<file path="src/rtl/core/udpg_pkg.sv">
// ----------------------------------------------------------------------------
// udpg_pkg
// Constants, types and checksum helpers for the UDP/IPv4 header generator.
// ----------------------------------------------------------------------------
package udpg_pkg;

  localparam int LEN_W   = 11;
  localparam int WORD_W  = 16;
  localparam int ACC_W   = 19;
  localparam int CFG_W   = 32;
  localparam int CFG_IDX_W = 2;

  localparam int ETH_HDR_BYTES = 14;
  localparam int IP_HDR_BYTES  = 20;
  localparam int UDP_HDR_BYTES = 8;
  localparam int HDR_BYTES     = ETH_HDR_BYTES + IP_HDR_BYTES + UDP_HDR_BYTES;

  localparam logic [WORD_W-1:0] PROTO_UDP     = 16'h0011;
  localparam logic [WORD_W-1:0] IP_VER_TOS    = 16'h4510;
  localparam logic [WORD_W-1:0] IP_FLAGS_DF   = 16'h4000;
  localparam logic [WORD_W-1:0] IP_TTL_PROTO  = 16'h4011;
  localparam logic [WORD_W-1:0] IDENT_INIT    = 16'h0001;

  localparam logic [CFG_IDX_W-1:0] CFG_SRC_IP   = 2'd0;
  localparam logic [CFG_IDX_W-1:0] CFG_DST_IP   = 2'd1;
  localparam logic [CFG_IDX_W-1:0] CFG_SRC_PORT = 2'd2;
  localparam logic [CFG_IDX_W-1:0] CFG_DST_PORT = 2'd3;

  localparam int OUT_DATA_W = 72;

  // Result payload, last field in the lowest bits.
  typedef struct packed {
    logic [1:0]        pad;
    logic [WORD_W-1:0] udp_sum;
    logic [LEN_W-1:0]  udp_length;
    logic [WORD_W-1:0] ip_header_sum;
    logic [WORD_W-1:0] ip_ident;
    logic [LEN_W-1:0]  ip_total_length;
  } out_fields_t;

  // End-around-carry fold of a multi-term sum down to 16 bits.
  function automatic logic [WORD_W-1:0] oc_fold(input logic [ACC_W-1:0] t);
    logic [WORD_W:0] s;
    logic [WORD_W:0] s2;
    s  = {1'b0, t[WORD_W-1:0]} + {14'd0, t[ACC_W-1:WORD_W]};
    s2 = {1'b0, s[WORD_W-1:0]} + {16'd0, s[WORD_W]};
    return s2[WORD_W-1:0];
  endfunction

  // Two-operand ones'-complement add.
  function automatic logic [WORD_W-1:0] oc_add(input logic [WORD_W-1:0] a,
                                               input logic [WORD_W-1:0] b);
    logic [WORD_W:0] s;
    s = {1'b0, a} + {1'b0, b};
    return s[WORD_W-1:0] + {15'd0, s[WORD_W]};
  endfunction

endpackage

</file>
<file path="src/rtl/core/udp_ipv4_header_generator.sv">
// ----------------------------------------------------------------------------
// udp_ipv4_header_generator
// Computes IPv4/UDP lengths, identification and checksums from a payload stream.
// ----------------------------------------------------------------------------
// Payload bytes stream in one per request, at one request per clock. Each
// byte passes an input register, then a single stage folds it into the
// running ones'-complement sum; on the request marked tlast the same stage
// forms both checksums and loads the result register, so the result shows
// on out_* from the result register. A tlast request
// waits in the input register while an earlier result is still unaccepted,
// and the input stalls behind it. The rate is set by the 16-bit
// end-around-carry add in that stage. Address and port partial sums are
// registered from the configuration registers. A payload longer than
// MAX_FRAME_BYTES - 42 bytes returns a result with out_tuser set and all
// data zero, and the identification does not advance.
module udp_ipv4_header_generator #(
  parameter int MAX_FRAME_BYTES = 1514
) (
  input  logic        clk,
  input  logic        rst_n,
  input  logic        cfg_we,
  input  logic [1:0]  cfg_index,
  input  logic [31:0] cfg_wdata,
  input  logic        in_tvalid,
  output logic        in_tready,
  input  logic [7:0]  in_tdata,   // [7:0] payload_byte
  input  logic        in_tuser,   // [0] byte_present
  input  logic        in_tlast,
  output logic        out_tvalid,
  input  logic        out_tready,
  output logic [71:0] out_tdata,  // [10:0] ip_total_length, [26:11] ip_ident,
                                  // [42:27] ip_header_sum, [53:43] udp_length,
                                  // [69:54] udp_sum, [71:70] zero
  output logic        out_tuser   // [0] too_large
);

  localparam int LW = udpg_pkg::LEN_W;
  localparam int WW = udpg_pkg::WORD_W;
  localparam int AW = udpg_pkg::ACC_W;
  localparam int PAYLOAD_LIMIT = MAX_FRAME_BYTES - udpg_pkg::HDR_BYTES;
  localparam logic [LW-1:0] LIMIT = LW'(PAYLOAD_LIMIT);
  localparam logic [LW-1:0] UDP_HDR = LW'(udpg_pkg::UDP_HDR_BYTES);
  localparam logic [LW-1:0] IPUDP_HDR =
    LW'(udpg_pkg::UDP_HDR_BYTES + udpg_pkg::IP_HDR_BYTES);

  // configuration
  logic [31:0]   src_ip_r, dst_ip_r;
  logic [WW-1:0] src_port_r, dst_port_r;
  logic [WW-1:0] addr_sum_r, port_sum_r;
  logic [WW-1:0] addr_sum_nxt, port_sum_nxt;

  // input stage
  logic       s1_valid_r;
  logic [7:0] s1_byte_r;
  logic       s1_present_r;
  logic       s1_last_r;

  // packet state
  logic [WW-1:0] run_sum_r, run_sum_nxt;
  logic [LW-1:0] count_r, count_nxt;
  logic [7:0]    hold_r, hold_nxt;
  logic          ovf_r, ovf_nxt;
  logic [WW-1:0] ident_r;

  // result register
  logic                  out_valid_r;
  udpg_pkg::out_fields_t out_data_r, out_data_nxt;
  logic                  out_tl_r;

  logic          out_free, s1_fire, s1_done;
  logic          take_byte, ovf_hit, ovf_fin;
  logic [WW-1:0] tail_word;
  logic [LW-1:0] count_fin, udp_len, ip_len;
  logic [AW-1:0] udp_acc, ip_acc;
  logic [WW-1:0] udp_ck, ip_ck;

  always_ff @(posedge clk) begin
    if (!rst_n) begin
      src_ip_r   <= '0;
      dst_ip_r   <= '0;
      src_port_r <= '0;
      dst_port_r <= '0;
    end else if (cfg_we) begin
      unique case (cfg_index)
        udpg_pkg::CFG_SRC_IP:   src_ip_r   <= cfg_wdata;
        udpg_pkg::CFG_DST_IP:   dst_ip_r   <= cfg_wdata;
        udpg_pkg::CFG_SRC_PORT: src_port_r <= cfg_wdata[WW-1:0];
        udpg_pkg::CFG_DST_PORT: dst_port_r <= cfg_wdata[WW-1:0];
        default: ;
      endcase
    end
  end

  always_comb begin
    addr_sum_nxt = udpg_pkg::oc_fold(AW'(src_ip_r[31:16]) + AW'(src_ip_r[15:0]) +
                                     AW'(dst_ip_r[31:16]) + AW'(dst_ip_r[15:0]));
    port_sum_nxt = udpg_pkg::oc_fold(AW'(src_ip_r[31:16]) + AW'(src_ip_r[15:0]) +
                                     AW'(dst_ip_r[31:16]) + AW'(dst_ip_r[15:0]) +
                                     AW'(src_port_r) + AW'(dst_port_r) +
                                     AW'(udpg_pkg::PROTO_UDP));
  end

  always_ff @(posedge clk) begin
    if (!rst_n) begin
      addr_sum_r <= '0;
      port_sum_r <= udpg_pkg::PROTO_UDP;
    end else begin
      addr_sum_r <= addr_sum_nxt;
      port_sum_r <= port_sum_nxt;
    end
  end

  // handshake
  assign out_free  = !out_valid_r || out_tready;
  assign s1_fire   = s1_valid_r && (!s1_last_r || out_free);
  assign s1_done   = s1_fire && s1_last_r;
  assign in_tready = !s1_valid_r || s1_fire;

  always_ff @(posedge clk) begin
    if (!rst_n) begin
      s1_valid_r <= 1'b0;
    end else if (in_tready) begin
      s1_valid_r <= in_tvalid;
    end
  end

  always_ff @(posedge clk) begin
    if (in_tready && in_tvalid) begin
      s1_byte_r    <= in_tdata;
      s1_present_r <= in_tuser;
      s1_last_r    <= in_tlast;
    end
  end

  // byte accumulation and result forming
  always_comb begin
    take_byte = s1_present_r && !ovf_r && (count_r < LIMIT);
    ovf_hit   = s1_present_r && !ovf_r && (count_r >= LIMIT);
    ovf_fin   = ovf_r || ovf_hit;

    run_sum_nxt = run_sum_r;
    hold_nxt    = hold_r;
    count_nxt   = count_r;
    ovf_nxt     = ovf_fin;
    if (take_byte) begin
      if (count_r[0]) begin
        run_sum_nxt = udpg_pkg::oc_add(run_sum_r, {hold_r, s1_byte_r});
      end else begin
        hold_nxt = s1_byte_r;
      end
      count_nxt = count_r + LW'(1);
    end

    // word still outside the running sum at packet end, odd byte zero-padded
    priority if (take_byte && count_r[0]) begin
      tail_word = {hold_r, s1_byte_r};
    end else if (take_byte) begin
      tail_word = {s1_byte_r, 8'h00};
    end else if (count_r[0]) begin
      tail_word = {hold_r, 8'h00};
    end else begin
      tail_word = '0;
    end

    count_fin = count_r + LW'(take_byte);
    udp_len   = count_fin + UDP_HDR;
    ip_len    = count_fin + IPUDP_HDR;

    udp_acc = AW'(run_sum_r) + AW'(tail_word) + AW'(port_sum_r) +
              AW'({udp_len, 1'b0});
    ip_acc  = AW'(AW'(udpg_pkg::IP_VER_TOS) + AW'(udpg_pkg::IP_FLAGS_DF) +
                  AW'(udpg_pkg::IP_TTL_PROTO)) +
              AW'(addr_sum_r) + AW'(ip_len) + AW'(ident_r);
    udp_ck  = ~udpg_pkg::oc_fold(udp_acc);
    ip_ck   = ~udpg_pkg::oc_fold(ip_acc);

    out_data_nxt = '0;
    if (!ovf_fin) begin
      out_data_nxt.ip_total_length = ip_len;
      out_data_nxt.ip_ident        = ident_r;
      out_data_nxt.ip_header_sum   = ip_ck;
      out_data_nxt.udp_length      = udp_len;
      out_data_nxt.udp_sum         = (udp_ck == '0) ? '1 : udp_ck;
    end
  end

  always_ff @(posedge clk) begin
    if (!rst_n) begin
      run_sum_r <= '0;
      count_r   <= '0;
      hold_r    <= '0;
      ovf_r     <= 1'b0;
      ident_r   <= udpg_pkg::IDENT_INIT;
    end else if (s1_done) begin
      run_sum_r <= '0;
      count_r   <= '0;
      hold_r    <= '0;
      ovf_r     <= 1'b0;
      if (!ovf_fin) begin
        ident_r <= ident_r + WW'(1);
      end
    end else if (s1_fire) begin
      run_sum_r <= run_sum_nxt;
      count_r   <= count_nxt;
      hold_r    <= hold_nxt;
      ovf_r     <= ovf_nxt;
    end
  end

  always_ff @(posedge clk) begin
    if (!rst_n) begin
      out_valid_r <= 1'b0;
    end else if (s1_done) begin
      out_valid_r <= 1'b1;
    end else if (out_tready) begin
      out_valid_r <= 1'b0;
    end
  end

  always_ff @(posedge clk) begin
    if (s1_done) begin
      out_data_r <= out_data_nxt;
      out_tl_r   <= ovf_fin;
    end
  end

  assign out_tvalid = out_valid_r;
  assign out_tdata  = out_data_r;
  assign out_tuser  = out_tl_r;

endmodule

</file>
<file path="config.mk">
export PLATFORM = sky130hd
export DESIGN_NAME = udp_ipv4_header_generator
export DESIGN_NICKNAME = d
export VERILOG_FILES = /design/src/rtl/core/udpg_pkg.sv /design/src/rtl/core/udp_ipv4_header_generator.sv
export SDC_FILE = /design/constraint.sdc
export NUM_CORES = 1
export LEC_CHECK = 0
export BUFFER_PORTS_ARGS = -buffer_cell sky130_fd_sc_hd__buf_2
export CELL_PAD_IN_SITES_DETAIL_PLACEMENT = 0
export CELL_PAD_IN_SITES_GLOBAL_PLACEMENT = 1
export CORE_MARGIN = 4
export CORE_UTILIZATION = 50
export CTS_CLUSTER_SIZE = 20
export DETAILED_ROUTE_END_ITERATION = 8
export PLACE_DENSITY = 0.93
export SLEW_MARGIN = 10
export SYNTH_ARGS = -nofsm -noshare
export SYNTH_HDL_FRONTEND = slang
export SYNTH_SLANG_ARGS = --single-unit
export TNS_END_PERCENT = 100
</file>
<file path="constraint.sdc">
create_clock -name clk -period 14.6 [get_ports clk]
set_input_delay 2.19 -clock clk [delete_from_list [all_inputs] [get_ports clk]]
set_output_delay 2.19 -clock clk [all_outputs]
set_load 0.02 [all_outputs]
</file>
==> metrics.md <==
| Metric | Value |
|---|---|
| Horiz. Die Dim | just over 200 µm |
| Worst-path maximum fanout | 8 |
| Max Buffers Root-to-Sink | 3 |
| Hold Crit Class | reg -> reg |
| Max_cap viols | 0 |
| PnR worst setup slack | slightly above 4 ns |
| Unrepaired setup endpoints after global routing | false |
| # Post-CTS Setup Buffers | 0 |
| DRC | 0 |
| Placed inst area | roughly 0.020 mm² |
| Global-route wire length before repair | between 70000 and 80000 µm |
| Critical Path AT | 11.02 ns |
| Drt wl/cell | around 17 µm |
| Fraction of final layout cells sized beyond drive strength 1 | roughly 11% |
| Largest net degree at the start of global routing | 86 |
| Synth top area share | a little under a fifth |
| Total power draw | roughly 0.0022 W |
| Power per cell area | between 100 and 150 mW/mm² |
| Max Fclk | approximately 95 MHz |
| Total GRT Usage | a little over a fifth |
| Post-route ant nets | 0 |
| Worst clock skew | 0.0308 ns |
| Fillcell total | around 3400 |
| Largest cells by area after synthesis | dfxtp_1 (19%), edfxtp_1 (12%), ha_1 (9.9%) |
| Final instance area | 0.0212 mm² |
| Antenna diodes | 0 |
| Placed Instances | between 2000 and 3000 |
| Synthesized flop and latch total | between 200 and 300 |
| H-tree depth | 1 |
| First-pass detailed-route iteration total | 5 |
| Antenna violations before repair | 1 |
| Grt ovf | 0 |
| Post-synth EDFFs | between 70 and 80 |
| Placement Rows | 71 |
| Initial drt markers | roughly 930 |
| Die span in y | a little over 200 µm |
| Post-cts resize count | 0 |
| Initial core utilization | around half |
| CP Capture Type | register |
| DIE AREA | a little over 0.04 mm² |
| Syn Inst Count | 2176 |
| Worst path max stage delay | just under 0.8 ns |
| Leading area contributor after synthesis | dfxtp_1 |
| Via count of the first global-routing pass | about 15000 |
| Core footprint | approximately 0.038 mm² |
| Critical path required time | 15.10 ns |
| Vias per inst | 5.54 |
| FFs w/ async S/R, synth | 0% |
| Dominant synthesized flop cell | dfxtp_1 |
| Netlist cell types | ~100 |
| Layout Nets | roughly 2600 |
| Leakage | slightly below 9 nW |
| Clock transition at path regs | approximately 0.070 ns |
| Final Max Tran Viols | 0 |
| Rel. slew slack | between 20% and 30% |
| Final HPWL from detailed placement | about 36000 µm |
| DR vias | around 16000 |
| Slew at the pin closest to its max-slew limit | about 1.1 ns |
| Fin Setup TNS | 0 ns |
| Worst-Skew Late Latency | about 0.60 ns |
| Register area | ~0.006 mm² |
| Final Critical Period | 10.52 ns |
| Synth Area per Inst | between 8 and 9 µm² |
| Non-Filler Instances | between 2000 and 3000 |
| Final hold violation count | 0 |
| Pre-CTS WS | around 4.2 ns |
| Status | finished clean |
| CP max stage cell | nor4_1 |
| Cts bufs inserted | 30 |
| Critical path class | reg -> reg |
| Post-Route WL | about 47000 µm |
| Peak supply drop | 0.0745 mV |
| Post-synthesis sequential area ratio | between 30% and 40% |
| Cell area after synthesis | about 0.019 mm² |
| Setup-failing EPs final | 0 |
| Footprint of the multi-input gates | about 0.012 mm² |
| Area growth syn-to-layout | 10.8% |
| Cts hold-fix bufs | 0 |
| Port Buf Inserts | ~120 |
| CTS root buf | clkbuf_16 |
| Synth Warn # | 0 |
| I/O pin total | about 120 |
| TritonCTS clock tree | done |
| Clk sinks | 261 |
| Critical path launch point type | register |
| GPL Wtd Cong | about 0.9 |
| Final worst-path cycle share | between 70% and 80% |
| Cell family with most CP delay | simple AND/OR/NAND/NOR gates |
| Worst path bufs/invs | 4 |
[area by class of cell]
type                       instances  area share [%]
timing repair buffer             130            3.17
clock inverter                    26            1.38
tap                              511            3.01
multi-input combinational       1628            56.7
sequential                       261            28.3
clock buffer                      30            3.53
inverter                         219            3.88
[worst register-to-register path: cells and delay by family, from the launching register on]
| family | cells | cell delay (ns) |
|---|---|---|
| AOI/OAI and AO/OA | 11 | 2.62 |
| xor gates and xnor gates | 2 | 0.79 |
| adders and majority gates | 9 | 2.99 |
| buffers and inverters | 4 | 0.24 |
| DFF | 1 | 0.33 |
| and+or+nand+nor | 13 | 3.48 |
[stage by stage]
step / hold slack [ns] / utilization (%)
after floorplan: 0.436 / -
after global placement: 0.442 / 53.5
after detailed placement: 0.446 / 53.5
after CTS: 0.455 / 56.3
after global routing: 0.473 / 56.3
final: 0.454 / 56.3
[cell usage after synthesis (8+ instances only)]
| library cell | n |
|---|---|
| a21oi_1 | 169 |
| or3_1 | 19 |
| nor2b_1 | 13 |
| xor2_1 | 71 |
| clkbuf_1 | 56 |
| o21bai_1 | 8 |
| nand2b_1 | 14 |
| or2_2 | 13 |
| a211oi_1 | 25 |
| ha_1 | 152 |
| dfxtp_1 | 182 |
| fa_1 | 92 |
| a21o_1 | 31 |
| nand2_1 | 288 |
| edfxtp_1 | 79 |
| inv_1 | 217 |
| nand4_1 | 23 |
| a31oi_1 | 14 |
| xnor2_1 | 107 |
| a21oi_2 | 11 |
| mux2i_1 | 16 |
| nor4_1 | 13 |
| nor2_1 | 167 |
| o21ai_0 | 51 |
| nor3_1 | 39 |
| and2_1 | 35 |
| o21a_1 | 22 |
| nand3_1 | 50 |
| and3_1 | 22 |
| o211ai_1 | 12 |
[routing by layer]
metal,vias up,track usage [%],routed length [µm]
met5,-,0,0
met1,7426,31.0,21700
li1,7659,-,-
met3,65,2.79,2660
met2,395,35.9,21100
met4,0,5.30,1010
[placed cells by master, fill, tap and decap left out, types with 22 or more instances in the layout]
cell and count:
nand2_1 288, inv_1 215, dfxtp_1 182, a21oi_1 169
nor2_1 165, ha_1 152, buf_2 121, xnor2_1 107
fa_1 92, edfxtp_1 79, xor2_1 71, o21ai_0 51
nand3_1 50, nor3_1 39, and2_1 35, a21o_1 31
clkbuf_16 30, a211oi_1 25, nand4_1 23, and3_1 22
o21a_1 22
[cell families after synthesis]
group	share of synthesized area (%)
AOI/OAI and AO/OA	15.2
buffers and inverters	5.85
xor gates and xnor gates	8.22
other	0.0196
adders and majority gates	19.6
DFF	31.4
and+or+nand+nor	18.8
muxes	0.953
[state kept, by name, indices dropped and copies added, names as in the netlist, 8 cells and up]
name	flops
run_sum_r	16
addr_sum_r	16
dst_port_r	16
s1_byte_r	8
count_r	11
ident_r	16
out_tdata	68
port_sum_r	16
src_port_r	16
dst_ip_r	32
src_ip_r	32
hold_r	8
[where the power goes]
part           switching (W)  internal (W)
registers          0.0000195      0.000791
logic               0.000389      0.000239
clock network       0.000328      0.000452
[path summary, 6_finish.rpt]
path / end / start / slack, ns / cells past startpoint
setup / recovery: port_sum_r[14] / src_ip_r[5] / 4.08 / 39
hold / removal: src_ip_r[4] / src_ip_r[4] / 0.45 / 2
setup reg to reg: port_sum_r[14] / src_ip_r[5] / 4.08 / 39
hold reg to reg: src_ip_r[4] / src_ip_r[4] / 0.45 / 2
Power figures use the tool's default switching activity.
